<file path="src/rtl/pbce_pkg.sv">
`timescale 1ns / 1ps
`default_nettype none
// ----------------------------------------------------------------------------
// pbce_pkg: shared types and constants
// Widths, register indexes and the sequencer state type of the estimator.
// ----------------------------------------------------------------------------
package pbce_pkg;

   localparam int SLOTS        = 64;
   localparam int SLOT_BITS    = $clog2(SLOTS);
   localparam int HEADER_BYTES = 28;
   localparam int TIME_BITS    = 48;
   localparam int DISP_BITS    = 49;
   localparam int SUM_BITS     = 50;
   localparam int CAP_BITS     = 40;
   localparam int GAP_BITS     = 32;
   localparam int DIV_BITS     = 64;
   localparam int CNT_BITS     = $clog2(DIV_BITS + 1);

   localparam logic [63:0] DISP_LIMIT = 64'd100000000000;
   localparam logic [SUM_BITS-1:0] SUM_ALL_ONES = '1;

   typedef enum logic [2:0] {
      CSR_MODE_CODE      = 3'd0,
      CSR_BULK_LENGTH    = 3'd1,
      CSR_PACKET_BYTES   = 3'd2,
      CSR_SAMPLE_TARGET  = 3'd3,
      CSR_UTILIZATION    = 3'd4,
      CSR_INITIAL_GAP    = 3'd5
   } csr_index_type;

   typedef enum logic [3:0] {
      ST_IDLE,
      ST_READ,
      ST_EVAL,
      ST_CAP_MUL,
      ST_CAP_DIV,
      ST_GAP_DIV,
      ST_COMMIT,
      ST_OUT
   } state_type;

   typedef struct packed {
      logic                start;
      logic [DIV_BITS-1:0] dividend;
      logic [DIV_BITS-1:0] divisor;
   } div_req_type;

   typedef struct packed {
      logic                busy;
      logic                done;
      logic [DIV_BITS-1:0] quotient;
   } div_rsp_type;

endpackage
`default_nettype wire

</file>
<file path="src/rtl/pbce_divider.sv">
`timescale 1ns / 1ps
`default_nettype none
// ----------------------------------------------------------------------------
// pbce_divider: shared radix-2 restoring divider
// One quotient bit per cycle; quotient saturates to all ones on zero divisor.
// ----------------------------------------------------------------------------
module pbce_divider (
   input  wire                   clock,
   input  wire                   reset,
   input  pbce_pkg::div_req_type req,
   output pbce_pkg::div_rsp_type rsp
);
   import pbce_pkg::*;

   logic [DIV_BITS-1:0] rem_ff, rem_in;
   logic [DIV_BITS-1:0] quo_ff, quo_in;
   logic [DIV_BITS-1:0] den_ff, den_in;
   logic [CNT_BITS-1:0] cnt_ff, cnt_in;
   logic                busy_ff, busy_in;
   logic                done_ff, done_in;
   logic [DIV_BITS:0]   trial;
   logic [DIV_BITS:0]   diff;

   always_comb begin
      rem_in  = rem_ff;
      quo_in  = quo_ff;
      den_in  = den_ff;
      cnt_in  = cnt_ff;
      busy_in = busy_ff;
      done_in = 1'b0;
      trial   = {rem_ff, quo_ff[DIV_BITS-1]};
      diff    = trial - {1'b0, den_ff};
      if (req.start) begin
         rem_in  = '0;
         quo_in  = req.dividend;
         den_in  = req.divisor;
         cnt_in  = CNT_BITS'(DIV_BITS);
         busy_in = 1'b1;
      end else if (busy_ff) begin
         if (!diff[DIV_BITS]) begin
            rem_in = diff[DIV_BITS-1:0];
            quo_in = {quo_ff[DIV_BITS-2:0], 1'b1};
         end else begin
            rem_in = trial[DIV_BITS-1:0];
            quo_in = {quo_ff[DIV_BITS-2:0], 1'b0};
         end
         cnt_in = cnt_ff - CNT_BITS'(1);
         if (cnt_ff == CNT_BITS'(1)) begin
            busy_in = 1'b0;
            done_in = 1'b1;
         end
      end
   end

   always_ff @(posedge clock) begin
      rem_ff <= rem_in;
      quo_ff <= quo_in;
      den_ff <= den_in;
      if (reset) begin
         cnt_ff  <= '0;
         busy_ff <= 1'b0;
         done_ff <= 1'b0;
      end else begin
         cnt_ff  <= cnt_in;
         busy_ff <= busy_in;
         done_ff <= done_in;
      end
   end

   assign rsp.busy     = busy_ff;
   assign rsp.done     = done_ff;
   assign rsp.quotient = quo_ff;

endmodule
`default_nettype wire
</file>
<file path="config.mk">
export PLATFORM = sky130hd
export DESIGN_NAME = pbce_divider
export DESIGN_NICKNAME = d
export VERILOG_FILES = /design/src/rtl/pbce_pkg.sv /design/src/rtl/pbce_divider.sv
export SDC_FILE = /design/constraint.sdc
export NUM_CORES = 1
export LEC_CHECK = 0
export BUFFER_PORTS_ARGS = -buffer_cell sky130_fd_sc_hd__buf_2
export CAP_MARGIN = 20
export CORE_AREA = 3 3 204 206
export CTS_BUF_LIST = sky130_fd_sc_hd__clkbuf_8
export DETAILED_ROUTE_END_ITERATION = 8
export DIE_AREA = 0 0 207 209
export SLEW_MARGIN = 20
export SYNTH_ARGS = -nofsm -noshare
export SYNTH_HDL_FRONTEND = slang
export SYNTH_SLANG_ARGS = --single-unit
</file>
<file path="constraint.sdc">
create_clock -name clock -period 3.32 [get_ports clock]
set_input_delay 0.664 -clock clock [delete_from_list [all_inputs] [get_ports clock]]
set_output_delay 0.664 -clock clock [all_outputs]
set_load 0.05 [all_outputs]
</file>
==> Yosys cells after proc, flatten, opt, wreduce, memory -nomap -nowiden <==
Cells that the tools add are included.
{ "op_classes": {"addsub": 2, "n_eq_ne": 1, "muxes": 10, "bitwise_logic": 1, "n_reduce_logical": 3} }
{ "ops": {"columns": ["cell", "count"], "rows": [
  ["64-bit 2-to-1 mux", 3],
  ["65-bit by 64-bit subtractor with 65-bit output", 1],
  ["7-bit 2-to-1 mux", 2],
  ["7-bit by 1-bit equality test with 1-bit output, second input constant", 1],
  ["7-bit by 1-bit subtractor with 7-bit output, second input constant", 1],
  ["1-bit 2-to-1 mux", 5],
  ["3-bit OR reduction", 1],
  ["2-bit nonzero test", 1],
  ["2-bit OR reduction", 1],
  ["1-bit inverter", 1]
]} }
{ "word_totals": {"ff_bits": 201, "input_bits": 131, "out_inout_bits": 66, "elab_cells": 24} }

==> Longest topological paths before layout <==
{ "depth": {"word_depth": 4, "mapped_depth": 14, "ltp_nobuf": 13} }

==> Least setup slack after synthesis <==
OpenSTA, ideal clock, no wires.
{ "synth_timing": {"path_type": "register to register", "start": "reg quo_ff[63]", "end": "reg rem_ff[50]", "setup_time_ns": 0.136, "arrival_ns": 3.072, "t_required_ns": 3.184, "path_slack_ns": 0.112, "path_stages_with_launch": 14, "n_path_buf": 1, "period_less_slack_ns": 3.208, "cell_sequence": "edfxtp_1 > inv_1 > ha_1 > fa_1 > nor2b_1 > o31ai_2 > a31oi_1 > o311ai_2 > o211ai_1 > a21o_2 > xnor2_4 > buf_4 > mux2i_1 > a211oi_2"} }
{ "synth_between": {"elab_chain_cells": 2} }
{ "synth_lines": {"columns": ["item", "line", "rtl"], "rows": [
  ["start, declared", "pbce_divider.sv:16", "logic [DIV_BITS-1:0] quo_ff, quo_in;"],
  ["start signal, assigned", "pbce_divider.sv:57", "quo_ff <= quo_in;"],
  ["65-bit by 64-bit subtractor with 65-bit output", "pbce_divider.sv:32", "diff = trial - {1'b0, den_ff};"],
  ["64-bit 2-to-1 mux", "pbce_divider.sv:40", "if (!diff[DIV_BITS]) begin"],
  ["end signal, assigned", "pbce_divider.sv:56", "rem_ff <= rem_in;"],
  ["end, declared", "pbce_divider.sv:15", "logic [DIV_BITS-1:0] rem_ff, rem_in;"]
]} }
Every way passes these cells.
A chain may end at the register's enable or synchronous reset.

==> Worst setup path in the final report <==
{ "layout_timing": {"start": "reg den_ff[25]", "end": "reg rem_ff[50]"} }
{ "layout_between": {"elab_chain_cells": 2} }
{ "layout_lines": {"columns": ["item", "line", "rtl"], "rows": [
  ["start, declared", "pbce_divider.sv:17", "logic [DIV_BITS-1:0] den_ff, den_in;"],
  ["start signal, assigned", "pbce_divider.sv:58", "den_ff <= den_in;"],
  ["65-bit by 64-bit subtractor with 65-bit output", "pbce_divider.sv:32", null],
  ["64-bit 2-to-1 mux", "pbce_divider.sv:40", null]
]} }
Every way passes these cells.

==> summary.txt <==
Critical path
  – Delay-heaviest family, CP: simple AND/OR/NAND/NOR gates
  – WP data required: 3.80 ns
  – CP startpoint: den_ff[25]$_DFFE_PP_
  – Crit-path max cell delay: 0.56 ns
  – CP Class: reg -> reg
  – Cell count along the critical path: 12
  – Cell breakdown of the critical path: inv_1, ha_1, nand4_1, or3_1, or4_4, o21ai_4, o21ai_2, buf_4, o31a_1, xnor2_1, mux2i_2, a211oi_2
  – R2r setup slk: 0.13 ns
  – R2r startpoint: den_ff[25]$_DFFE_PP_
  – CP Capture Point: rem_ff[50]$_SDFFE_PP0P_
  – Data arrival, critical path: 3.67 ns
  – Reg2reg end: rem_ff[50]$_SDFFE_PP0P_
  – Top fanout value on the critical path: 6
  – CP Capture Type: flop
  – Critical path buffers and inverters: 2
  – Startpoint types: flop
  – CP max-delay cell: or4_4
  – Worst reg-to-reg path cell count: 12

Place
  – Cells after DPL: 1,907
  – Routability cong.: 0.904
  – Port bufs: 196
  – Post-DP HPWL: 24,400 um

Clock tree
  – CTS tree: built
  – CTS Sinks: 201
  – Worst skew pair latency: 0.57 ns
  – H-Tree Depth: 2
  – Hold_buf cts: 0
  – Clk buf depth: 3
  – TritonCTS Buffers: 40
  – Reg clk slew, reported paths: 0.06 ns
  – Root buf cell: clkbuf_8

Yosys
  – Mapped Avg Cell Area: 10.0 sq um
  – Post-synth EDFFs: 128
  – Yosys cell types: 73
  – Mapped cell area: 0.0119 sq mm
  – Gate count after technology mapping: 1,189
  – Synth top area cells: edfxtp_1, dfxtp_1, ha_1, mux2_2, mux2i_1
  – Top cell type's share of synthesized area: 32.2%
  – Net count after synthesis: 1,387
  – Ys flop type: edfxtp_1
  – YS warnings: 0
  – Largest area contributor in the netlist: edfxtp_1
  – Async SR Flop Fraction: 0%
  – Post-synthesis sequential area ratio: 44.5%
  – FF+latch count, synth: 201

Floorplan
  – Initial core utilization: 29.9%
  – IO Count: 197
  – Core Area: 0.0398 sq mm
  – Core Rows: 73
  – Die Wd: 207 um
  – DIE AREA: 0.0433 sq mm
  – Die Y-Extent: 209 um

Timing
  – Max-slew violations: 0
  – # setup viols final: 0
  – Worst Tran Pin Value: 0.665 ns
  – Clock period minus final worst setup slack: 3.19 ns
  – Max Fclk: 0.313 GHz
  – Unrepaired setup endpoints after global routing: true
  – Tcrit/Tclk final: 96.2%
  – Skew final: 0.0318 ns
  – Hold slack: 0.263 ns
  – Final setup TNS: 0 ns
  – Worst slew margin: 55.7%
  – Count of final hold-check violations: 0

Drt
  – DR pass1 iterations: 5
  – Post-route ant nets: 0
  – Total Routed Length: 32,800 um
  – First-iteration detailed-routing DRC count: 493
  – Avg WL per Cell: 16.5 um
  – Vias: 9,807
  – Drt drc: 0
  – Via density: 4.95

Pwr
  – Final Power: 7.54 mW
  – Pwr dens: 511 mW/mm^2
  – Peak supply drop: 0.369 mV
  – Leakage power: 6.19 nW

GRT
  – GRT Util Overall: 14.7%
  – Initial antenna violation count: 3
  – Vias in the first global route: 9,810
  – First-pass GRT wire length: 52,100 um
  – Largest net degree at the start of global routing: 67
  – Grt ovf: 0

Run
  – # Max-Cap Violations: 0

Finish
  – Finished Layout Cells: 1,983
  – Share of cells above drive strength 1: 28.4%
  – FILL cells: 4,082
  – Area Growth Syn to Fin: 23.7%
  – Most frequent cells in the layout: buf_2, edfxtp_1, nor2_1
  – Commonest non-fill, non-tap cell in the layout: buf_2
  – Final #Nets: 1,627

Worst hold path
  – Hold Crit Depth: 1
  – Hold Crit Class: in -> reg

Run status
  – Status: finished clean
## report_power, final
part | total [mW] | internal, mW | switching (mW) | leakage, nW
sequential | 3.04 | 2.90 | 0.137 | 1.87
combinational | 1.91 | 0.735 | 1.18 | 3.84
clock | 2.59 | 1.49 | 1.10 | 0.476
## final cells by class
class | count | area (sq um) | share of cell area, %
Sequential cell | 201 | 5310 | 36.0
Inverter | 86 | 323 | 2.19
Antenna cell | 1 | 2.50 | 0.0170
Timing Repair Buffer | 268 | 1620 | 11.0
Clock buffer | 43 | 592 | 4.01
Clock inverter | 27 | 208 | 1.41
Tap cell | 525 | 657 | 4.46
Multi-Input combinational cell | 832 | 6040 | 40.9
## how the worst min path moves through the flow
stage	start	end
floorplan	rem_ff[28]$_SDFFE_PP0P_	rem_ff[28]$_SDFFE_PP0P_
global placement	cnt_ff[1]$_SDFFE_PP0P_	cnt_ff[1]$_SDFFE_PP0P_
detailed placement	cnt_ff[1]$_SDFFE_PP0P_	cnt_ff[1]$_SDFFE_PP0P_
CTS	req[27]	den_ff[27]$_DFFE_PP_
global route	req[20]	den_ff[20]$_DFFE_PP_
finish	req[13]	den_ff[13]$_DFFE_PP_
## cells in the mapped netlist, types with 6 or more instances
cell,count
a211oi_1,52
a21boi_0,6
a21o_1,23
a21oi_1,87
a22oi_1,8
a31oi_1,6
and3_1,8
buf_2,10
buf_4,7
clkbuf_1,51
dfxtp_1,73
edfxtp_1,128
ha_1,66
inv_1,86
mux2_2,64
mux2i_1,48
nand2_1,71
nand3_1,13
nand4_1,25
nor2_1,111
nor2b_1,6
nor3_1,12
o211ai_1,6
o21a_1,15
o21ai_0,53
o21bai_1,14
xnor2_1,39
xor2_1,26
## per-stage QoR
stage,utilization [%],instance area [sq um],worst slack (ns)
2_1_floorplan,-,11900,0.112
3_3_place_gp,34.6,13800,0.119
3_5_place_dp,34.6,13800,0.0114
4_1_cts,36.6,14600,0.0115
5_1_grt,37.0,14700,-0.0343
6_report,37.0,14700,0.126
## kinds of logic (layout without fill, tap and decap cells)
kind of cell    Yosys count  count (layout)  share of synthesized area, %
simple gates            268             268                          10.1
flops                   201             201                          44.5
fa+ha+maj                67              67                          7.09
other cells               0               1                             0
xor+xnor                 66              66                          5.01
compound gates          318             318                          17.9
buf+inv                 156             424                          5.25
mux                     113             113                          10.2
## per-layer routing
layer / up-vias / part of all wire, % / track usage, %
met4: 4 / 3.2 / 5.74
li1: 4828 / - / -
met5: - / 0.043 / 0
met3: 69 / 7.6 / 4.07
met2: 326 / 46 / 23.9
met1: 4580 / 44 / 18.6
## state kept, by name (all words and copies together), names as in the netlist
| signal | flops |
|---|---|
| done_ff | 1 |
| den_ff | 64 |
| rem_ff | 64 |
| cnt_ff | 7 |
| quo_ff | 64 |
| busy_ff | 1 |
## repair_timing
item                                    4_1_cts  5_1_grt
resized for setup                             0       23
buffers inserted                              0        4
endpoints found under the setup margin        0       57
(Power assumes the default switching activity.)
